**src/rtl/core/ffba_pkg.sv**
```systemverilog
// Shared types and constants of the first-fit block allocator.
// Used by the front end, the command queue, the back end and the top level.
`default_nettype none

package ffba_pkg;

   localparam int BLOCK_COUNT   = 1024;
   localparam int BLOCK_BYTES   = 24;
   localparam int PAYLOAD_BYTES = 16;
   localparam int HEADER_BYTES  = 8;
   localparam int MAX_REQUEST   = 16384;
   localparam logic [31:0] RESET_BASE = 32'h0001_0000;

   localparam int ADDR_W    = 32;
   localparam int BYTES_W   = 15;
   localparam int IDX_W     = $clog2(BLOCK_COUNT);
   localparam int LEN_W     = $clog2(BLOCK_COUNT + 1);
   localparam int PAY_SHIFT = $clog2(PAYLOAD_BYTES);
   localparam int NEED_W    = BYTES_W + 1 - PAY_SHIFT;

   // Free address decode: offset range and reciprocal for division by BLOCK_BYTES
   localparam int HEAP_SPAN   = BLOCK_COUNT * BLOCK_BYTES;
   localparam int OFF_W       = $clog2(HEAP_SPAN);
   localparam int RECIP_SHIFT = $clog2(HEAP_SPAN * BLOCK_BYTES);
   localparam int RECIP       = ((1 << RECIP_SHIFT) + BLOCK_BYTES - 1) / BLOCK_BYTES;
   localparam int RECIP_W     = RECIP_SHIFT - $clog2(BLOCK_BYTES) + 2;
   localparam int PROD_W      = OFF_W + RECIP_W;

   localparam int QUEUE_DEPTH = 4;
   localparam int QPTR_W      = $clog2(QUEUE_DEPTH);
   localparam int QCNT_W      = $clog2(QUEUE_DEPTH + 1);

   localparam int REQ_DATA_W = 48;
   localparam int RSP_DATA_W = 56;

   typedef enum logic [1:0] {
      ST_DONE        = 2'd0,
      ST_NO_SPACE    = 2'd1,
      ST_NOT_USED    = 2'd2,
      ST_BAD_ADDRESS = 2'd3
   } status_type;

   typedef enum logic [1:0] {
      OP_ALLOC    = 2'd0,
      OP_NO_SPACE = 2'd1,
      OP_FREE     = 2'd2,
      OP_BAD_ADDR = 2'd3
   } op_type;

   typedef struct packed {
      op_type           op;
      logic [LEN_W-1:0] need;
      logic [IDX_W-1:0] index;
   } cmd_type;

   typedef struct packed {
      logic             used;
      logic [LEN_W-1:0] len;
   } hdr_type;

   typedef struct packed {
      status_type        status;
      logic [LEN_W-1:0]  granted;
      logic [IDX_W-1:0]  first;
      logic [ADDR_W-1:0] addr;
   } rsp_type;

endpackage

`default_nettype wire

```
**src/rtl/core/ffba_front.sv**
```systemverilog
// Allocator front end: takes request transactions, sizes allocations and
// decodes free addresses into block indexes. Depends on ffba_pkg.
`default_nettype none

module ffba_front
   import ffba_pkg::*;
(
   input  wire logic               clock,
   input  wire logic               reset,
   input  wire logic               hold,
   input  wire logic [ADDR_W-1:0]  heap_base,
   input  wire logic               req_valid,
   output logic                    req_ready,
   input  wire logic               req_kind,
   input  wire logic [BYTES_W-1:0] req_bytes,
   input  wire logic [ADDR_W-1:0]  req_address,
   output logic                    cmd_push,
   output cmd_type                 cmd_data,
   input  wire logic               cmd_full
);

   typedef enum logic [1:0] {
      F_IDLE,
      F_CALC,
      F_PUSH
   } fstate_type;

   fstate_type           state_ff, state_in;
   logic                 kind_ff;
   logic [BYTES_W-1:0]   bytes_ff;
   logic [ADDR_W-1:0]    addr_ff;
   logic                 in_range_ff, in_range_in;
   logic [OFF_W-1:0]     off_ff, off_in;
   logic [IDX_W-1:0]     quot_ff, quot_in;

   logic [ADDR_W-1:0]    off_full;
   logic [PROD_W-1:0]    product;
   logic [BYTES_W:0]     need_sum;
   logic [NEED_W-1:0]    need_raw;
   logic [OFF_W-1:0]     back_mul;
   logic                 accept;

   assign req_ready = (state_ff == F_IDLE) && !hold;
   assign accept    = req_valid && req_ready;

   always_comb begin
      off_full    = addr_ff - heap_base - ADDR_W'(HEADER_BYTES);
      in_range_in = (off_full < ADDR_W'(HEAP_SPAN));
      off_in      = off_full[OFF_W-1:0];
      product     = PROD_W'(off_in) * PROD_W'(RECIP);
      quot_in     = product[RECIP_SHIFT +: IDX_W];

      need_sum = {1'b0, bytes_ff} + (BYTES_W+1)'(PAYLOAD_BYTES - 1);
      need_raw = NEED_W'(need_sum >> PAY_SHIFT);
      back_mul = OFF_W'(32'(quot_ff) * 32'(BLOCK_BYTES));

      cmd_data       = '0;
      cmd_data.index = quot_ff;
      if (!kind_ff) begin
         if (bytes_ff > BYTES_W'(MAX_REQUEST) || need_raw > NEED_W'(BLOCK_COUNT)) begin
            cmd_data.op = OP_NO_SPACE;
         end else begin
            cmd_data.op = OP_ALLOC;
         end
         // a zero-byte request still takes one block
         cmd_data.need = (need_raw == '0) ? LEN_W'(1) : LEN_W'(need_raw);
      end else if (in_range_ff && back_mul == off_ff) begin
         cmd_data.op = OP_FREE;
      end else begin
         cmd_data.op = OP_BAD_ADDR;
      end

      cmd_push = (state_ff == F_PUSH) && !cmd_full;

      state_in = state_ff;
      case (state_ff)
         F_IDLE: begin
            if (accept) state_in = F_CALC;
         end
         F_CALC: begin
            state_in = F_PUSH;
         end
         F_PUSH: begin
            if (!cmd_full) state_in = F_IDLE;
         end
         default: begin
            state_in = F_IDLE;
         end
      endcase
   end

   always_ff @(posedge clock) begin
      if (reset) begin
         state_ff <= F_IDLE;
      end else begin
         state_ff <= state_in;
      end
      if (accept) begin
         kind_ff  <= req_kind;
         bytes_ff <= req_bytes;
         addr_ff  <= req_address;
      end
      if (state_ff == F_CALC) begin
         in_range_ff <= in_range_in;
         off_ff      <= off_in;
         quot_ff     <= quot_in;
      end
   end

endmodule

`default_nettype wire

```
**config.mk**
```make
export PLATFORM = sky130hd
export DESIGN_NAME = ffba_front
export DESIGN_NICKNAME = d
export VERILOG_FILES = /design/src/rtl/core/ffba_pkg.sv /design/src/rtl/core/ffba_front.sv
export SDC_FILE = /design/constraint.sdc
export NUM_CORES = 1
export LEC_CHECK = 0
export ABC_AREA = 1
export BUFFER_PORTS_ARGS = -buffer_cell sky130_fd_sc_hd__buf_4
export CORE_MARGIN = 2
export CORE_UTILIZATION = 56
export DETAILED_ROUTE_END_ITERATION = 16
export PLACE_DENSITY = 0.82
export SLEW_MARGIN = 15
export SYNTH_ARGS = -nofsm -noshare
export SYNTH_HDL_FRONTEND = slang
export SYNTH_SLANG_ARGS = --single-unit
```
**constraint.sdc**
```tcl
create_clock -name clock -period 19.88 [get_ports clock]
set_input_delay 3.976 -clock clock [delete_from_list [all_inputs] [get_ports clock]]
set_output_delay 3.976 -clock clock [all_outputs]
set_load 0.02 [all_outputs]
```
* Word-level counts from Yosys, hierarchy flattened
Index checks and enable logic that the tools add are counted.
Word-level totals: logic and storage cells 38, flip-flop bits (word level) 76, input bits 85, output and inout bits 25
Cells by class: $add $sub $neg 3, multipliers 2, mux-type cells 8, reduce and logical (&&, ||, !) cells 10, eq/ne operators 5, $lt $le $gt $ge 3
Operator list (number):
- 32-bit by 15-bit less-than comparator with 1-bit output, second input constant | 1
- 32-bit subtractor | 1
- 32-bit by 4-bit subtractor with 32-bit output, second input constant | 1
- 15-bit by 16-bit multiplier with 30-bit output, second input constant | 1
- 11-bit 2-to-1 mux | 2
- 15-bit by 4-bit adder with 16-bit output, second input constant | 1
- 15-bit == test | 1
- 15-bit > comparator, second input constant | 1
- 12-bit by 11-bit > comparator with 1-bit output, second input constant | 1
- 12-bit zero test | 1
- 10-bit by 2-bit multiplier with 12-bit output, second input constant | 1
- 2-bit 2-to-1 mux | 3
- 2-bit case mux with 3 select lines | 1
- 1-bit logical AND | 4
- 2-bit != test, second input constant | 2
- 2-bit by 1-bit == test with 1-bit output, second input constant | 1
- 2-bit == test, second input constant | 1
- 1-bit zero test | 2
- 2-bit zero test | 1
- 1-bit 2-to-1 mux | 2
- 2-bit AND reduction | 1
- 1-bit logical OR | 1

* Longest topological paths before layout
Gate-level depths: netlist (run 1).
word-level depth 5, gate-level depth with buffers 33, depth with buffers taken out 33

* Worst setup path before layout (run 1)
OpenSTA, ideal clock, no wires.
path type in2reg, start in heap_base[1], end reg quot_ff[5], data pin, data required time 19.622 ns, path buffers 0, cell stages on the path 26, data arrival time 9.733 ns, path slack 9.889 ns, cells stage by stage inv_1 -> ha_1 -> ha_1 -> fa_1 -> nand3_1 -> nand3_1 -> nand2_1 -> nand2_1 -> xor2_1 -> xor2_1 -> inv_2 -> fa_1 -> inv_1 -> fa_1 -> inv_1 -> fa_1 -> fa_1 -> inv_1 -> fa_1 -> ha_1 -> nand2_1 -> nor4_1 -> nand3_1 -> nand3_1 -> a21oi_1 -> xnor2_1
On the way: longest elaborated chain between the ends 3
RTL lines:
- from (decl) | RTL line ffba_front.sv:11 | input wire logic [ADDR_W-1:0] heap_base,
- 32-bit subtractor | RTL line ffba_front.sv:47 | off_full = addr_ff - heap_base - ADDR_W'(HEADER_BYTES);
- 32-bit by 4-bit subtractor with 32-bit output | RTL line ffba_front.sv:47
- named net off_full[9] | RTL line ffba_front.sv:36 | logic [ADDR_W-1:0] off_full;
- 15-bit by 16-bit multiplier with 30-bit output | RTL line ffba_front.sv:50 | product = PROD_W'(off_in) * PROD_W'(RECIP);
- named net product[25] | RTL line ffba_front.sv:37 | logic [PROD_W-1:0] product;
- to (signal assigned) | RTL line ffba_front.sv:106 | quot_ff <= quot_in;
- to (decl) | RTL line ffba_front.sv:34 | logic [IDX_W-1:0] quot_ff, quot_in;
The timed path passes the listed nets, and every way through them passes these cells. A chain may end at the register's enable or synchronous reset.

* Worst setup path after layout (run 1)
start in heap_base[1], end reg quot_ff[9], data pin
On the way: longest elaborated chain between the ends 3
RTL lines (RTL line):
- 32-bit subtractor | ffba_front.sv:47
- 32-bit by 4-bit subtractor with 32-bit output | ffba_front.sv:47
- 15-bit by 16-bit multiplier with 30-bit output | ffba_front.sv:50
- named net product[29] | ffba_front.sv:37
The timed path passes the listed nets, and every way through them passes these cells.

==> results of run 1 <==
==> synthesized netlist by cell type (4+ instances only) <==
library cell,count,area share (%)
nand3_1,48,2.4
inv_1,330,12
o21ai_0,22,1.1
nor2_2,6,0.38
nand2_1,255,9.6
fa_1,63,13
nand3b_1,6,0.45
edfxtp_1,74,22
ha_1,172,22
nor2_1,79,3.0
nor3_1,15,0.75
xnor2_1,14,1.2
xor2_1,39,3.4
nand2_2,6,0.38
a21o_1,7,0.53
a21oi_1,55,2.8
or2_2,5,0.31
o21bai_1,4,0.30
nand4_1,16,1.0
==> worst max-delay path: stages <==
cell and delay (ns):
buf_4 0.08, inv_1 0.04, ha_1 0.30, ha_1 0.26, fa_1 0.47, nand3_1 0.13, nand3_1 0.13, nand2_1 0.11
nand2_1 0.10, nand2_1 0.10, nand3_1 0.07, nand2_1 0.23, inv_1 0.08, ha_1 0.27, inv_1 0.05, fa_1 0.61
fa_1 0.46, fa_1 0.51, inv_1 0.06, fa_1 0.56, fa_1 0.44, ha_1 0.35, a21oi_1 0.25, o21ai_0 0.11
a21oi_1 0.22, o211ai_1 0.12, a41oi_1 0.30, xor2_1 0.14
==> area by class of cell <==
class	count	area, µm²	area share [%]
Clock buffer	9	225	1.98
Clock inverter	7	57.6	0.507
Inverter	333	1250	11.0
Multi-Input combinational cell	844	6450	56.8
Sequential cell	76	2260	19.9
Tap cell	225	282	2.48
Timing Repair Buffer	111	833	7.34
==> sequential cells by signal (all words and copies together), names as in the netlist <==
| signal | count |
|---|---|
| addr_ff | 32 |
| bytes_ff | 15 |
| off_ff | 15 |
| quot_ff | 10 |
| state_ff | 2 |
| in_range_ff | 1 |
| kind_ff | 1 |
==> metrics by stage <==
step / hold WS [ns] / std cells / area, µm² / util [%]
global placement: 0.507 / 1589 / 11100 / 63.8
finish: 0.530 / 1605 / 11400 / 65.4
detailed placement: 0.525 / 1589 / 11100 / 63.8
CTS: 0.533 / 1605 / 11400 / 65.4
global route: 0.559 / 1605 / 11400 / 65.4
floorplan: 0.482 / 1255 / 9960 / -
==> per-layer routing <==
metal	track usage, %	wire length [µm]	vias up
met5	0	0	-
met4	5.61	296	0
met3	4.19	1370	25
met2	41.7	10400	228
met1	33.1	9800	3760
li1	-	-	4189
==> worst max path at each step <==
stage | startpoint | end | slack (ns) | cells after the start
6_report | heap_base[1] | quot_ff[9]$_DFFE_PN_ | 9.44 | 28
5_1_grt | heap_base[1] | quot_ff[5]$_DFFE_PN_ | 8.95 | 27
4_1_cts | heap_base[1] | quot_ff[9]$_DFFE_PN_ | 9.46 | 27
3_5_place_dp | heap_base[1] | quot_ff[5]$_DFFE_PN_ | 9.12 | 27
3_3_place_gp | heap_base[11] | quot_ff[9]$_DFFE_PN_ | 9.14 | 27
2_1_floorplan | heap_base[1] | quot_ff[5]$_DFFE_PN_ | 9.89 | 26
==> cells by family after synthesis <==
| kind of cell | synth area share (%) |
|---|---|
| AO/OA/AOI/OAI | 6.29 |
| XOR/XNOR | 4.99 |
| adder cells (fa/ha/maj) | 34.3 |
| buffers and inverters | 12.7 |
| flip-flops | 22.7 |
| AND/OR/NAND/NOR | 19.1 |
==> results.yml, run 1 <==
cells_and_area:
  antenna-diode-count: 0
  nets: 1695
  areaGrowthSynthToFinish_pct: 14.0
  nFillCells: 1485
  layout_common_cells: "inv_1, nand2_1, ha_1, buf_4, nor2_1"
  layout-drive-gt1-share_pct: 11.4
  final_common_cell: "inv_1"
setup_path:
  critPathRequiredTime_ns: 19.96
  crit_arrival_ns: 10.52
  r2r_cells: 26
  path_class: "in2reg"
  cp_max_fo: 5
  rrSetupSlack_ns: 12.82
  end_kind: "flip-flop"
  startpoint_type: "input pin"
  r2r_start: "addr_ff[1]$_DFFE_PP_"
  rr_endpoint: "quot_ff[9]$_DFFE_PN_"
placement:
  place_ws_ns: 9.12
  place_congestion: 0.936
  dpl.hpwl_mm: 18.9
  portBuffers: 109
synth:
  synth_area_mm2: 0.00996
  synthArstFlopShare_pct: 0
  ys_warn_count: 0
  ys_ff_latch: 76
  syn-num-nets: 1575
  synth_ff_type: "edfxtp_1"
  seq_area_frac_synth_pct: 22.7
  syn-instance-count: 1255
  synth_cell_types: 44
  syn_avg_cell_area_um2: 7.94
  synth-edff-count: 74
routing:
  finalWirelength_mm: 21.8
  wl_per_cell_um: 13.6
  ant_nets: 0
  num_vias: 8202
  first_iter_violations: 446
  dr.pass1.iters: 5
  viasPerCell: 5.11
  drc: 0
clocking:
  cts_resized: 0
  clk_path_buf_depth: 2
  htreeDepth: 3
  cts_hold_buf: 0
  cts_buffers: 9
  insertion_delay_ns: 0.35
  cts_tree: "built"
  clk_pin_slew_worst_paths_ns: 0.07
  numClockSinks: 76
  post_cts_buffers: 0
  root_buffer: "clkbuf_16"
sta:
  setup_viol: 0
  period_needed_ns: 10.44
  finalHoldViolations: 0
  finalSetupTns_ns: 0
  maxSlewHeadroom_pct: 56.0
  finalMaxSlewViolations: 0
  fmax_ghz: 0.0958
  tightest_slew_ns: 0.658
  period_share_pct: 52.5
  fin_ws_ns: 9.44
  fin_skew_ns: 0.00837
  rsz0062_at_grt: "no"
worst_hold_path:
  hold_depth: 2
  hold_end: "state_ff[1]$_SDFFE_PP0P_"
  holdCritPathClass: "reg2reg"
  hp-start: "state_ff[1]$_SDFFE_PP0P_"
global_route:
  grt_max_degree: 49
  grt_pass1_wl_mm: 36.5
  grt_pass1_vias: 7881
  grt_use_total_pct: 24.6
  gr-total-overflow: 0
  grt_antenna_before_repair: 0
floorplan:
  rows: 48
  start_util_pct: 57.4
  die_area_mm2: 0.0189
  num_io_pins: 110
  core_area_mm2: 0.0174
  die_w_um: 137
  fp.dieH_um: 137
outcome:
  status: "completed"
flow_run:
  drv_cap: 0
Power of run 1 is left out: the tool's default activity adds up to more than one toggle a clock period on the data nets, which glitch-free logic cannot reach.
==> inputs of run 2 (changes only) <==
==> constraint.sdc (replaced) <==
create_clock -name clock -period 10.71 [get_ports clock]
set_input_delay 2.142 -clock clock [delete_from_list [all_inputs] [get_ports clock]]
set_output_delay 2.142 -clock clock [all_outputs]
set_load 0.02 [all_outputs]
==> run 2 against run 1 <==
  * Clock skew down 0.0036 ns
  * Final cell count stayed put
  * Clock-buffer cell count unchanged
  * Sequential share of layout area did not move
  * First-iteration DRC count fell by 5.6%
  * Register-to-register slack got worse by 9.2 ns
  * Hold slack better by 0.0035 ns
  * Worst setup slack worse by 7.3 ns
  * Die area did not move
  * Wire length increased by 0.35%
  * Core utilization stayed put
==> results.yml, run 2 (same netlist as run 1, synthesis figures left out) <==
setup_path:
  path_class: "in2reg"
  end_kind: "flip-flop"
  crit_family: "adder cells"
  cp_slowest_stage_delay_ns: 0.55
  cp_num_buf_inv: 7
  slowest_stage: "fa_1"
  cp_max_fo: 5
  crit_arrival_ns: 8.71
  path_common_cell: "inv_1"
  cp.depth: 27
  critPathRequiredTime_ns: 10.81
  r2r_cells: 25
  startpoint_type: "input pin"
cells_and_area:
  largest_reg_flops: 32
  nets: 1695
  antenna-diode-count: 0
  reg_top3: "addr_ff (32), bytes_ff (15), off_ff (15)"
  layout_common_cells: "inv_1, nand2_1, ha_1, buf_4, nor2_1"
  final_common_cell: "inv_1"
  areaGrowthSynthToFinish_pct: 14.0
  regMostFlops: "addr_ff"
  nFillCells: 1448
  layout-drive-gt1-share_pct: 11.4
sta:
  maxSlewHeadroom_pct: 50.8
  finalMaxSlewViolations: 0
  finalSetupTns_ns: 0
  fmax_ghz: 0.116
  fin_skew_ns: 0.00476
  period_needed_ns: 8.61
  setup_viol: 0
  finalHoldViolations: 0
  rsz0062_at_grt: "no"
  tightest_slew_ns: 0.732
  period_share_pct: 80.4
clocking:
  insertion_delay_ns: 0.35
  numClockSinks: 76
  clk_path_buf_depth: 2
  clk_pin_slew_worst_paths_ns: 0.06
  cts_tree: "built"
  htreeDepth: 3
  cts_buffers: 9
  cts_hold_buf: 0
  root_buffer: "clkbuf_16"
  cts_resized: 0
  post_cts_buffers: 0
floorplan:
  start_util_pct: 57.4
  rows: 48
  core_area_mm2: 0.0174
  num_io_pins: 110
  die_w_um: 137
  die_area_mm2: 0.0189
  fp.dieH_um: 137
worst_hold_path:
  hold_depth: 2
  holdCritPathClass: "reg2reg"
placement:
  place_congestion: 0.966
  dpl.hpwl_mm: 19.1
  portBuffers: 109
global_route:
  grt_pass1_wl_mm: 36.0
  grt_pass1_vias: 7891
  grt_use_total_pct: 24.2
  grt_antenna_before_repair: 0
  grt_max_degree: 49
  gr-total-overflow: 0
routing:
  drc: 0
  dr.pass1.iters: 5
  num_vias: 8153
  first_iter_violations: 421
  wl_met2_mm: 10.4
  wl_per_cell_um: 13.7
  drt-met1-wl_mm: 9.76
  viasPerCell: 5.08
  wl_met3_mm: 1.39
  dr.max_layer_used: "met4"
  finalWirelength_mm: 21.9
  ant_nets: 0
outcome:
  status: "completed"
flow_run:
  drv_cap: 0
## run 2: cell counts in the layout (fill, tap and decap cells not counted)
Identical to the previous run, type by type.
## run 2: cell type report
type                    instances  area [µm²]  area share (%)
clock buffers                   9         225            1.98
clock inverters                 7        57.6           0.507
inverters                     333        1250            11.0
repair buffers                111         833            7.34
well taps                     225         282            2.48
multi-input cells             844        6450            56.8
flip-flops and latches         76        2260            19.9
## run 2: through the flow
stage / hold slack, ns / area (µm²) / std cells / utilization [%] / setup slack, ns
final: 0.533 / 11400 / 1605 / 65.4 / 2.10
after global routing: 0.552 / 11400 / 1605 / 65.4 / 1.75
after CTS: 0.533 / 11400 / 1605 / 65.4 / 2.11
after detailed placement: 0.525 / 11100 / 1589 / 63.8 / 1.74
after global placement: 0.507 / 11100 / 1589 / 63.8 / 1.87
after floorplan: 0.482 / 9960 / 1255 / - / 2.55
## run 2: worst min-delay path, cell delays in order (launching register included)
cell and delay (ns):
dfxtp_1 0.34, nand3_1 0.09, a21oi_1 0.06
## run 2: per-layer routing
| layer | vias to the layer above | global-route usage [%] |
|---|---|---|
| met1 | 3705 | 31.9 |
| li1 | 4185 | - |
| met5 | - | 0 |
| met2 | 233 | 41.4 |
| met4 | 0 | 5.44 |
| met3 | 30 | 4.64 |
## run 2: path summary, 6_finish.rpt
kind	startpoint	to	slack, ns
max	heap_base[11]	quot_ff[5]$_DFFE_PN_	2.10
min	state_ff[1]$_SDFFE_PP0P_	state_ff[1]$_SDFFE_PP0P_	0.53
max reg2reg	addr_ff[1]$_DFFE_PP_	quot_ff[5]$_DFFE_PN_	3.64
min reg2reg	state_ff[1]$_SDFFE_PP0P_	state_ff[1]$_SDFFE_PP0P_	0.53
Power of run 2 is left out for the same reason.
