--- config.mk ---
export PLATFORM = sky130hd
export DESIGN_NAME = ffba_queue
export DESIGN_NICKNAME = d
export VERILOG_FILES = /design/src/rtl/core/ffba_pkg.sv /design/src/rtl/core/ffba_queue.sv
export SDC_FILE = /design/constraint.sdc
export NUM_CORES = 1
export LEC_CHECK = 0
export BUFFER_PORTS_ARGS = -buffer_cell sky130_fd_sc_hd__buf_2
export CAP_MARGIN = 25
export CORE_MARGIN = 2
export CORE_UTILIZATION = 55
export DETAILED_ROUTE_END_ITERATION = 7
export GPL_TIMING_DRIVEN = 1
export PLACE_DENSITY_LB_ADDON = 0.25
export SLEW_MARGIN = 20
export SYNTH_ARGS = -nofsm -noshare
export SYNTH_HDL_FRONTEND = slang
export SYNTH_SLANG_ARGS = --single-unit
export TNS_END_PERCENT = 1
--- constraint.sdc ---
create_clock -name clock -period 3 [get_ports clock]
set_clock_uncertainty 0.2 [all_clocks]
set_input_delay 0.15 -clock clock [delete_from_list [all_inputs] [get_ports clock]]
set_output_delay 0.15 -clock clock [all_outputs]
set_load 0.03 [all_outputs]
--- src/rtl/core/ffba_pkg.sv ---
// Shared types and constants of the first-fit block allocator.
// Used by the front end, the command queue, the back end and the top level.
`default_nettype none

package ffba_pkg;

   localparam int BLOCK_COUNT   = 1024;
   localparam int BLOCK_BYTES   = 24;
   localparam int PAYLOAD_BYTES = 16;
   localparam int HEADER_BYTES  = 8;
   localparam int MAX_REQUEST   = 16384;
   localparam logic [31:0] RESET_BASE = 32'h0001_0000;

   localparam int ADDR_W    = 32;
   localparam int BYTES_W   = 15;
   localparam int IDX_W     = $clog2(BLOCK_COUNT);
   localparam int LEN_W     = $clog2(BLOCK_COUNT + 1);
   localparam int PAY_SHIFT = $clog2(PAYLOAD_BYTES);
   localparam int NEED_W    = BYTES_W + 1 - PAY_SHIFT;

   // Free address decode: offset range and reciprocal for division by BLOCK_BYTES
   localparam int HEAP_SPAN   = BLOCK_COUNT * BLOCK_BYTES;
   localparam int OFF_W       = $clog2(HEAP_SPAN);
   localparam int RECIP_SHIFT = $clog2(HEAP_SPAN * BLOCK_BYTES);
   localparam int RECIP       = ((1 << RECIP_SHIFT) + BLOCK_BYTES - 1) / BLOCK_BYTES;
   localparam int RECIP_W     = RECIP_SHIFT - $clog2(BLOCK_BYTES) + 2;
   localparam int PROD_W      = OFF_W + RECIP_W;

   localparam int QUEUE_DEPTH = 4;
   localparam int QPTR_W      = $clog2(QUEUE_DEPTH);
   localparam int QCNT_W      = $clog2(QUEUE_DEPTH + 1);

   localparam int REQ_DATA_W = 48;
   localparam int RSP_DATA_W = 56;

   typedef enum logic [1:0] {
      ST_DONE        = 2'd0,
      ST_NO_SPACE    = 2'd1,
      ST_NOT_USED    = 2'd2,
      ST_BAD_ADDRESS = 2'd3
   } status_type;

   typedef enum logic [1:0] {
      OP_ALLOC    = 2'd0,
      OP_NO_SPACE = 2'd1,
      OP_FREE     = 2'd2,
      OP_BAD_ADDR = 2'd3
   } op_type;

   typedef struct packed {
      op_type           op;
      logic [LEN_W-1:0] need;
      logic [IDX_W-1:0] index;
   } cmd_type;

   typedef struct packed {
      logic             used;
      logic [LEN_W-1:0] len;
   } hdr_type;

   typedef struct packed {
      status_type        status;
      logic [LEN_W-1:0]  granted;
      logic [IDX_W-1:0]  first;
      logic [ADDR_W-1:0] addr;
   } rsp_type;

endpackage

`default_nettype wire

--- src/rtl/core/ffba_queue.sv ---
// Short command queue between the allocator front end and back end.
// Depends on ffba_pkg for the command type and depth.
`default_nettype none

module ffba_queue
   import ffba_pkg::*;
(
   input  wire logic    clock,
   input  wire logic    reset,
   input  wire logic    push,
   input  wire cmd_type push_data,
   output logic         full,
   input  wire logic    pop,
   output cmd_type      pop_data,
   output logic         empty
);

   cmd_type             slot_ff [QUEUE_DEPTH];
   logic [QPTR_W-1:0]   wr_ptr_ff, wr_ptr_in;
   logic [QPTR_W-1:0]   rd_ptr_ff, rd_ptr_in;
   logic [QCNT_W-1:0]   count_ff, count_in;
   logic                do_push, do_pop;

   assign full     = (count_ff == QCNT_W'(QUEUE_DEPTH));
   assign empty    = (count_ff == '0);
   assign pop_data = slot_ff[rd_ptr_ff];
   assign do_push  = push && !full;
   assign do_pop   = pop && !empty;

   always_comb begin
      wr_ptr_in = do_push ? wr_ptr_ff + QPTR_W'(1) : wr_ptr_ff;
      rd_ptr_in = do_pop ? rd_ptr_ff + QPTR_W'(1) : rd_ptr_ff;
      count_in  = count_ff;
      if (do_push && !do_pop) begin
         count_in = count_ff + QCNT_W'(1);
      end else if (do_pop && !do_push) begin
         count_in = count_ff - QCNT_W'(1);
      end
   end

   always_ff @(posedge clock) begin
      if (reset) begin
         wr_ptr_ff <= '0;
         rd_ptr_ff <= '0;
         count_ff  <= '0;
      end else begin
         wr_ptr_ff <= wr_ptr_in;
         rd_ptr_ff <= rd_ptr_in;
         count_ff  <= count_in;
      end
   end

   always_ff @(posedge clock) begin
      if (do_push) begin
         slot_ff[wr_ptr_ff] <= push_data;
      end
   end

endmodule

`default_nettype wire

After elaboration in Yosys (flattened, before gate mapping)

Memories as Yosys holds them, arrays and structs flattened. A register that Yosys moved wholly into a read port is not among the register bits.
Index checks and enable logic that the tools add are counted.

Add/sub/neg operators: 4
Eq/ne operators: 1
Mux-type cells: 6
Reduce and logical (&&, ||, !) cells: 10

Operators by type and width:

| operator                                          | count |
|---|---|
| two-way mux 3 bit                                 | 2 |
| adder 2 x 1 -> 2 bit (second input constant)      | 2 |
| logical AND 1 bit                                 | 4 |
| logical NOT 1 bit                                 | 4 |
| two-way mux 2 bit                                 | 2 |
| adder 3 x 1 -> 3 bit (second input constant)      | 1 |
| == test 3 bit (second input constant)             | 1 |
| logical NOT 3 bit                                 | 1 |
| subtractor 3 x 1 -> 3 bit (second input constant) | 1 |
| two-way mux 1 bit                                 | 2 |
| nonzero test 2 bit                                | 1 |

Flip-flop bits (word level): 7
Memory bits (writable): 92
Input port bits: 27
Output and inout bits: 25
Word-level logic and storage cells: 25
Memories: 1

Memory list:

| name    | depth | bits a word | read ports | clocked after memory_dff | wr ports | RTL line         | RTL |
|---|---|---|---|---|---|---|---|
| slot_ff | 4     | 23          | 1          | 1                        | 1        | ffba_queue.sv:18 | `cmd_type slot_ff [QUEUE_DEPTH];` |

Longest topological paths before layout

Gate-level depths: netlist of run 1.

Word-level depth: 7
Depth in mapped cells: 8
Mapped depth without buffers: 8

Worst setup path after synthesis of run 1

No wires, ideal clock.

Path type: register to register
Start: reg count_ff[0]
End: reg count_ff[2]
Library setup time: 0.070 ns
Arrival time: 2.044 ns
Data required time: 2.730 ns
Slack: 0.686 ns
Stages on the path, launching flop included: 9
Buffers on the path: 0
Clock period less this slack: 2.314 ns
Cell sequence: dfxtp_1 -> nor3b_4 -> nor2_1 -> ha_1 -> inv_1 -> fa_1 -> xor2_1 -> or3_1 -> a21oi_1

Word-level cells in the longest chain between the ends: 6
Elaborated cells between the ends (all ways): 15
Classes of those cells: 2 x add/sub; 1 x eq/ne; 2 x mux; 10 x reduce/logical

RTL lines:

| what                         | RTL line         | RTL |
|---|---|---|
| start, declared              | ffba_queue.sv:21 | `logic [QCNT_W-1:0] count_ff, count_in;` |
| start signal, assigned       | ffba_queue.sv:49 | `count_ff <= count_in;` |
| == test 3 bit *              | ffba_queue.sv:24 | `assign full = (count_ff == QCNT_W'(QUEUE_DEPTH));` |
| net full                     | ffba_queue.sv:12 | `output logic full,` |
| logical NOT 1 bit *          | ffba_queue.sv:27 | `assign do_push = push && !full;` |
| logical AND 1 bit *          | ffba_queue.sv:27 |  |
| net do_push                  | ffba_queue.sv:22 | `logic do_push, do_pop;` |
| logical NOT 1 bit            | ffba_queue.sv:36 | `end else if (do_pop && !do_push) begin` |
| logical AND 1 bit            | ffba_queue.sv:36 |  |
| nonzero test 2 bit (no line) | n/a              |  |

The timed path passes the listed nets; every way through them passes the cells marked *. The select of a mux whose other input is x is not followed.
A chain may end at the register's enable or synchronous reset.

Final worst setup path of run 1

Start: reg count_ff[1]
End: reg count_ff[2]

Word-level cells in the longest chain between the ends: 6
Elaborated cells between the ends (all ways): 15
Classes of those cells: 2 x add/sub; 1 x eq/ne; 2 x mux; 10 x reduce/logical

RTL lines:

| what                         | RTL line |
|---|---|
| == test 3 bit *              | ffba_queue.sv:24 |
| logical NOT 1 bit *          | ffba_queue.sv:27 |
| logical AND 1 bit *          | ffba_queue.sv:27 |
| net do_push                  | ffba_queue.sv:22 |
| logical NOT 1 bit            | ffba_queue.sv:36 |
| logical AND 1 bit            | ffba_queue.sv:36 |
| nonzero test 2 bit (no line) | n/a |

Marked as above.

==> results.ini, run 1 <==
[worst_setup_path]
path_class=reg2reg
worstPathMaxFanout=6
reg2reg_from=count_ff[1]$_SDFFE_PP0P_
critPathLaunch=count_ff[1]$_SDFFE_PP0P_
critPathSlowestCell=dfxtp_1
slowest_delay_ps=510
arrival_ps=2580
required_ps=3090
cp-end-kind=flop
path_cells=nor3b_4, nor2_1, ha_1, inv_1, fa_1, xor2_1, or3_1, a21oi_1
start_kind=flop

[global_routing]
grt_pass1_wl_um=9230
grt_use_total=0.169
grt_pass1_vias=1850
grt_max_degree=24
antenna_found_initial=0
grt_overflow_total=0

[clocking]
clkTransAtPathRegs_ps=90
post_cts_buffers=0
cts_sinks=101
tritoncts=done
cts_buffers=9
cts_resized=0
htreeDepth=3
clock_path_buffers=2
insertion_delay_ps=350
root_buffer=clkbuf_8
ctsHoldBuffers=26

[power_and_ir_drop]
p_sw_frac=0.324
power_frac_clock=0.202
pwr-share-seq=0.495
total_power_mw=3.62
internal_power_mw=2.45
p_leak_nw=1.61
pwr-share-comb=0.303
ir_drop_mv=0.527
power.density_nw_per_um2=790
netSwitchingPower_mw=1.17

[sta]
worst_pin_slew_ps=359
relSlewSlack=0.760
hold_viol_final=0
post-route-min-period_ps=2490
final.period_utilization=0.828
setup_tns_ps=0
rsz0062_at_grt=no
final_max_slew_viol_count=0
finalSetupViolations=0
fmax_mhz=402

[run]
maxCapViolations=0

[worst_hold_path]
hp-class=reg2reg
worstHoldStart=wr_ptr_ff[1]$_SDFFE_PP0P_

[route]
firstDrtPassIters=4
ant_nets=0
dr.first_iter.drc_count=113
routed_wl_um=5910
routed_via_density=5.33
drc=0
wl_per_cell_um=17.3
dr_total_vias=1818

[logic_synthesis]
netlist_instances=168
synth_top_area_share=0.722
synth_area_um2=3830
synth_top_family_by_area=multiplexers
synthMuxAreaShare=0.144
ys_ff_latch=101
synth-xor-area-share=0.00915
yosysWarnings=0
synthAdderAreaFrac=0.0216
ys_seq_area_frac=0.769
avgSynthCellArea_um2=22.8
synth.area.top_cells=edfxtp_1, mux4_2, dfxtp_1
synth_compound_area_frac=0.0108
ys_types=23
synth_area_leader_cell=edfxtp_1
synth_fp_nets=201
synthSimpleGateAreaFrac=0.0252

[floorplanning]
rows=30
coreArea_um2=6760
io_pins=52
die-area_um2=7640
initial_core_util=0.566
die_w_um=87.4
die_h_um=87.4

[layout]
drive_above_1_share=0.360
fin_cells=341
finalNetCount=289
syn2layout_area_growth_pct=19.9
antenna_cells=0

[placed_design]
dp_cells=299
dp_hpwl_um=3540
gp_congestion=0.696
io_buffers=51

[status]
status=finished, final reports clean

==> flip-flops by register name (all words and copies together) (netlist names), named ones only <==
| name | flops |
|---|---|
| rd_ptr_ff | 2 |
| wr_ptr_ff | 2 |
| count_ff | 3 |
| slot_ff | 92 |
==> through the flow <==
stage / hold slack (ps) / setup WS (ps) / area (um^2) / utilization
final: 324 / 515 / 4590 / 0.679
after global routing: 338 / 299 / 4590 / 0.679
after CTS: 326 / 494 / 4590 / 0.679
after detailed placement: 169 / 518 / 4160 / 0.616
after global placement: 165 / 634 / 4160 / 0.616
after floorplan: 48.9 / 686 / 3830 / -
==> cell usage after synthesis, drive strengths merged <==
library cell	number
xor2	4
dfxtp	9
o31ai	1
edfxtp	92
nor3b	1
mux2i	2
clkbuf	1
mux4	23
o311ai	1
nor3	1
o21ai	2
inv	4
buf	5
ha	5
or3	2
nand2b	2
nor2	6
fa	1
a21oi	2
and2	4
==> worst max-delay path: cells and delay by family, from the launching register on <==
kind                       cells  cell delay, ps
AOI/OAI and AO/OA              1             140
DFF                            1             510
and+or+nand+nor                3             690
adders and majority gates      2             640
buffers and inverters          1              70
xor gates and xnor gates       1             160
==> logic make-up after synthesis <==
| group | Yosys count |
|---|---|
| buffers and inverters | 10 |
| and+or+nand+nor | 16 |
| DFF | 101 |
| muxes | 25 |
| adders and majority gates | 6 |
| AOI/OAI and AO/OA | 6 |
| xor gates and xnor gates | 4 |
==> layer usage <==
| metal | vias to the layer above | global-route usage | routed length (um) |
|---|---|---|---|
| met5 | - | 0 | 0 |
| met4 | 0 | 0.0839 | 106 |
| met1 | 907 | 0.204 | 2480 |
| li1 | 864 | - | - |
| met2 | 36 | 0.291 | 3140 |
| met3 | 11 | 0.0341 | 182 |
==> cell usage in the layout (no fill, tap or decap), types with 2 or more instances in the layout <==
cell and count:
or3_1 2, a21oi_1 2, o21ai_0 2, clkbuf_8 9, nand2b_1 2, nor2_1 6, ha_1 5, mux4_2 20
buf_2 51, clkinv_2 2, mux2i_1 2, inv_1 4, dlygate4sd3_1 26, mux4_1 3, edfxtp_1 92, buf_4 6
xor2_1 4, and2_1 4, dfxtp_1 8
==> power by group through the flow <==
| stage | sequential (mW) | clock [mW] | combinational, mW |
|---|---|---|---|
| after floorplan | 1.78 | 0 | 0.899 |
| after global placement | 1.82 | 0 | 1.07 |
| after detailed placement | 1.83 | 0 | 1.09 |
| after CTS | 1.80 | 0.752 | 1.12 |
| after global routing | 1.82 | 0.802 | 1.17 |
| final | 1.79 | 0.733 | 1.10 |
==> worst paths after layout <==
check | end | slack, ps | cells after the start
max | count_ff[2]$_SDFFE_PP0P_ | 510 | 8
min | wr_ptr_ff[1]$_SDFFE_PP0P_ | 320 | 2
max reg2reg | count_ff[2]$_SDFFE_PP0P_ | 510 | 8
min reg2reg | wr_ptr_ff[1]$_SDFFE_PP0P_ | 320 | 2
==> layout make-up <==
class	count	area [um^2]
multi-input cells	57	805
clock buffers	10	128
clock inverters	6	38.8
fillers	449	2170
inverters	4	15.0
well taps	80	100
repair buffers	83	561
flip-flops and latches	101	2940
No activity file was read; power rests on OpenSTA's default activity.
==> run 2, diff against run 1 <==
Settings changed: ABC_AREA set to 1.
Clock period 3 ns to 2.6 ns, I/O delays scaled along.
==> results.ini, run 2 <==
[global_routing]
grt_pass1_wl_um=10700  ; +16%
grt_max_degree=47  ; +96%
antenna_found_initial=0  ; unchanged
grt_use_total=0.188  ; +0.0184
grt_pass1_vias=2309  ; +25%
grt_overflow_total=0  ; unchanged

[clocking]
htreeDepth=3  ; unchanged
root_buffer=clkbuf_8
cts_resized=0  ; unchanged
tritoncts=done
post_cts_buffers=0  ; unchanged
ctsHoldBuffers=27  ; +3.8%
clkTransAtPathRegs_ps=80  ; about the same
insertion_delay_ps=340  ; about the same
clock_path_buffers=2  ; unchanged
cts_buffers=9  ; unchanged
cts_sinks=101  ; unchanged

[placed_design]
place_ws_ps=583  ; +65.2 ps
gp_congestion=0.766  ; +10%
io_buffers=51  ; unchanged
dp_hpwl_um=3950  ; +12%

[worst_setup_path]
worstPathMaxFanout=22  ; +16
start_kind=flop
path_buf_inv=2  ; +1
path_class=reg2out
slowest_delay_ps=630  ; +120 ps
critPathSlowestCell=dfxtp_2
reg2reg_slack_ps=570  ; +60 ps
crit_family=flip-flops
path_cells=buf_4, o21ai_0, o22ai_1, buf_2
cp-end-kind=output pin
arrival_ps=1800  ; -780 ps
required_ps=2270  ; -820 ps

[sta]
final_max_slew_viol_count=0  ; unchanged
worst_pin_slew_ps=468  ; +109 ps
setup_slack_ps=470  ; -45.2 ps
hold_ws_ps=300  ; -23.5 ps
fmax_mhz=469
finalSetupViolations=0  ; unchanged
setup_tns_ps=0  ; unchanged
final.period_utilization=0.819
rsz0062_at_grt=no
relSlewSlack=0.688  ; -0.0716
hold_viol_final=0  ; unchanged
post-route-min-period_ps=2130

[route]
dr_total_vias=2423  ; +33%
met2WireLength_um=3230  ; +2.8%
ant_nets=0  ; unchanged
routed_via_density=5.10  ; -4.3%
wl_met3_um=353  ; +94%
drc=0  ; unchanged
wl_per_cell_um=14.2  ; -18%
dr.first_iter.drc_count=192  ; +70%
met1_length_um=3090  ; +25%
firstDrtPassIters=7  ; +3
routed_wl_um=6730  ; +14%
top_layer_used=met4

[power_and_ir_drop]
pwr-share-seq=0.474  ; -0.021
p_leak_nw=1.75  ; +8.5%
netSwitchingPower_mw=1.55  ; +32%
ir_drop_mv=0.542  ; +2.9%
power_frac_clock=0.208  ; +0.006
pwr-share-comb=0.318  ; +0.015
p_sw_frac=0.353  ; +0.0296
internal_power_mw=2.83  ; +16%
power.density_nw_per_um2=928  ; +18%

[logic_synthesis]
ys_ff_latch=101  ; unchanged
synthArstFlopShare=0  ; unchanged
ys_seq_area_frac=0.749  ; -0.0201
synth_edf_count=92  ; unchanged
ys_types=22  ; -4.3%
synthMuxAreaShare=0  ; -0.144
synthMostInstantiatedCell=edfxtp_1
synth-xor-area-share=0.00223  ; -0.00692
yosysWarnings=0  ; unchanged
synth_top_cells_by_count=edfxtp_1, nor2_1, o21ai_0
synth_top_area_share=0.703  ; -0.0188
synth_fp_nets=325  ; +62%
synthSimpleGateAreaFrac=0.0812  ; +0.0560
synthAdderAreaFrac=0.0210  ; -0.000563
synth.area.top_cells=edfxtp_1, nor2_1, dfxtp_1
synth_top_family_by_area=compound AO/OA/AOI/OAI gates
synth_top_flop_cell=edfxtp_1
synth_area_leader_cell=edfxtp_1
synth_compound_area_frac=0.100  ; +0.0895
netlist_instances=292  ; +74%
avgSynthCellArea_um2=13.5  ; -41%
synth_area_um2=3930  ; +2.7%

[layout]
final_cell_mix=edfxtp_1, nor2_1, buf_2
regMostFlops=slot_ff
largest_reg_flops=92  ; unchanged
syn2layout_area_growth_pct=20.2
largest_registers=slot_ff: 92 flops, count_ff: 3 flops
antenna_cells=0  ; unchanged
drive_above_1_share=0.219  ; -0.141
finalNetCount=408  ; +41%
layout_commonest_cell=edfxtp_1

[floorplanning]
io_pins=52  ; unchanged
die-area_um2=7840  ; +2.6%
die_h_um=88.5  ; +1.3%
initial_core_util=0.572  ; +0.00565
die_w_um=88.5  ; +1.3%
rows=30  ; unchanged
coreArea_um2=6870  ; +1.7%

[worst_hold_path]
hp-class=reg2reg

[status]
status=finished, final reports clean

[run]
maxCapViolations=0  ; unchanged

[run 2: cell types whose count changed after synthesis, sizes merged, moves of 3 or more]
cell,previous run,this run
nor2,6,60
o21ai,2,47
mux4,23,0
o22ai,0,23
nand2,0,15
inv,4,18
buf,5,12
and2,4,0
nand3,0,4
xor2,4,1
[run 2: power by group through the flow]
stage                     Clock [mW]  Sequential, mW  Combinational, mW
after floorplan                    0            2.07               1.07
after detailed placement           0            2.12               1.37
after global placement             0            2.11               1.35
final                          0.911            2.08               1.39
after global routing            1.01            2.10               1.54
after CTS                      0.933            2.08               1.40
[run 2: cell families after synthesis]
kind of cell               Yosys count
DFF                                101
and+or+nand+nor                     80
AOI/OAI and AO/OA                   73
buffers and inverters               31
adders and majority gates            6
xor gates and xnor gates             1
[run 2: stage by stage]
stage	instance area, um^2	cells	power [mW]	utilization
floorplan	3930	292	3.14	-
global placement	4270	433	3.46	0.622
detailed placement	4270	433	3.48	0.622
CTS	4720	475	4.42	0.688
global route	4720	475	4.65	0.688
finish	4720	475	4.38	0.688
[run 2: worst paths after layout]
kind,startpoint,to,cells after the start
setup / recovery,flop,pop_data[2],4
hold / removal,rd_ptr_ff[1]$_SDFFE_PP0P_,flop,2
setup reg to reg,count_ff[1]$_SDFFE_PP0P_,count_ff[1]$_SDFFE_PP0P_,9
hold reg to reg,rd_ptr_ff[1]$_SDFFE_PP0P_,flop,2
[run 2: layout make-up]
cell class,instances,area [um^2]
timing repair buffer,85,591
multi-input combinational,160,815
clock buffer,10,128
inverter,18,75.1
clock inverter,5,52.6
tap,96,120
fill,490,2140
sequential,101,2940
[run 2: routing by layer]
metal	up-vias	track usage
met3	6	0.0597
met2	61	0.294
met1	1138	0.246
met5	-	0
li1	1218	-
met4	0	0.0785
[run 2: worst reg2reg max path, cell delays in order (launching register included)]
cell     delay (ps)
dfxtp_1         350
nor2_2          160
nand2_2         100
nand2_2         150
inv_2            60
ha_1            210
inv_1            80
fa_1            400
o21ai_0         160
nor2_1           50
==> run 3, diff against run 2 <==
Clock period 2.6 ns to 2.25 ns, I/O delays scaled along.
==> results.ini, run 3 (same netlist as run 2, synthesis figures left out) <==
[sta]
worst_pin_slew_ps=366  ; -102 ps
setup_tns_ps=0  ; unchanged
hold_viol_final=0  ; unchanged
post-route-min-period_ps=2070
fmax_mhz=482
final.period_utilization=0.922
final_max_slew_viol_count=0  ; unchanged
rsz0062_at_grt=no
hold_ws_ps=299  ; -1.07 ps
finalSetupViolations=0  ; unchanged
relSlewSlack=0.756  ; +0.0677

[worst_setup_path]
required_ps=2300  ; +30 ps
start_kind=flop
reg2reg_from=count_ff[1]$_SDFFE_PP0P_
path_class=reg2reg
reg2reg_slack_ps=180  ; -390 ps
r2r_end=count_ff[1]$_SDFFE_PP0P_
crit_path_frequent_cell=nand2_2
critPathSlowestCell=fa_1
path_buf_inv=2  ; unchanged
slowest_delay_ps=420  ; -210 ps
arrival_ps=2130  ; +330 ps
crit_family=adder cells
path_cells=nor2_2, nand2_2, nand2_2, inv_2, ha_1, inv_1, fa_1, o21ai_0, nor2_1
cp-end-kind=flop
worstRegToRegCells=9  ; unchanged
worstPathMaxFanout=5  ; -77%

[placed_design]
gp_congestion=0.749  ; -2.2%
dp_hpwl_um=4250  ; +7.4%
io_buffers=51  ; unchanged

[floorplanning]
die_h_um=88.5  ; unchanged
initial_core_util=0.572  ; unchanged
io_pins=52  ; unchanged
die_w_um=88.5  ; unchanged
die-area_um2=7840  ; unchanged
coreArea_um2=6870  ; unchanged
rows=30  ; unchanged

[clocking]
cts_buffers=9  ; unchanged
htreeDepth=3  ; unchanged
root_buffer=clkbuf_8
insertion_delay_ps=350  ; about the same
cts_sinks=101  ; unchanged
clock_path_buffers=2  ; unchanged
tritoncts=done
clkTransAtPathRegs_ps=90  ; about the same

[status]
status=finished, final reports clean

[layout]
layout_commonest_cell=edfxtp_1
drive_above_1_share=0.223  ; +0.00410
largest_registers=slot_ff: 92 flops, count_ff: 3 flops
antenna_cells=0  ; unchanged
finalNetCount=409  ; +0.25%
final_cell_mix=edfxtp_1, nor2_1, buf_2
syn2layout_area_growth_pct=19.9
largest_reg_flops=92  ; unchanged
regMostFlops=slot_ff

[worst_hold_path]
min_to=slot_ff[2][12]$_DFFE_PP_
hp-class=in2reg
worstHoldStart=push_data[12]
hold_depth=2  ; unchanged

[global_routing]
grt_pass1_vias=2349  ; +1.7%
grt_max_degree=47  ; unchanged
grt_use_total=0.191  ; +0.00337
grt_overflow_total=0  ; unchanged
antenna_found_initial=0  ; unchanged
grt_pass1_wl_um=11100  ; +3.6%

[route]
routed_via_density=5.22  ; +2.4%
ant_nets=0  ; unchanged
dr.first_iter.drc_count=188  ; -2.1%
dr_total_vias=2491  ; +2.8%
wl_per_cell_um=14.8  ; +4.7%
drc=0  ; unchanged
firstDrtPassIters=4  ; -3
routed_wl_um=7080  ; +5.2%

[power_and_ir_drop]
ir_drop_mv=0.645  ; +19%
p_leak_nw=1.74  ; -0.48%
power.density_nw_per_um2=1070  ; +15%

[run]
maxCapViolations=0  ; unchanged

run 3: stage by stage:
step	instance area [um^2]	power (mW)	utilization	instances	setup WS (ps)
6_report	4710	5.03	0.686	477	175
5_1_grt	4710	5.30	0.686	477	2.67
4_1_cts	4710	5.05	0.685	477	130
3_5_place_dp	4270	4.05	0.621	434	221
3_3_place_gp	4270	4.00	0.621	434	301
2_1_floorplan	3930	3.63	-	292	53.4
run 3: metal layers:
layer / global-route usage / up-vias / wire length (um)
met2: 0.320 / 53 / 3430
met4: 0.0702 / 0 / 73
met1: 0.250 / 1201 / 3230
met5: 0 / - / 0
met3: 0.0401 / 10 / 347
li1: - / 1227 / -
run 3: cell type report:
class	instances	area, um^2
tap	96	120
clock inverter	5	37.5
sequential	101	2950
inverter	18	77.6
multi-input combinational	160	815
fill	511	2160
timing repair buffer	86	586
clock buffer	11	131
run 3: worst reg2reg max path: cells and delay by family, from the launching register on:
family          cells  cell delay (ps)
buf+inv             2              150
simple gates        4              470
fa+ha+maj           2              620
flops               1              360
compound gates      1              160
run 3: how the worst max path moves through the flow:
stage / start / slack, ps / depth (start not counted) / end
6_report: count_ff[1]$_SDFFE_PP0P_ / 180 / 9 / count_ff[1]$_SDFFE_PP0P_
5_1_grt: count_ff[1]$_SDFFE_PP0P_ / 3 / 13 / count_ff[2]$_SDFFE_PP0P_
4_1_cts: flop / 130 / 4 / pop_data[2]
3_5_place_dp: count_ff[1]$_SDFFE_PP0P_ / 220 / 9 / count_ff[1]$_SDFFE_PP0P_
3_3_place_gp: count_ff[1]$_SDFFE_PP0P_ / 300 / 9 / count_ff[1]$_SDFFE_PP0P_
2_1_floorplan: count_ff[0]$_SDFFE_PP0P_ / 50 / 4 / slot_ff[1][0]$_DFFE_PP_
run 3: report_power, final:
part / leakage [nW] / switching, mW / total (mW) / internal (mW)
sequential: 0.918 / 0.105 / 2.39 / 2.29
clock: 0.0811 / 0.583 / 0.988 / 0.405
combinational: 0.739 / 1.16 / 1.65 / 0.491
run 3: timing repair:
item	CTS	global route
buffers inserted	0	0
endpoints found under the setup margin	0	1
hold buffers	27	0
resized for setup	0	3
endpoints found under the hold margin	101	0
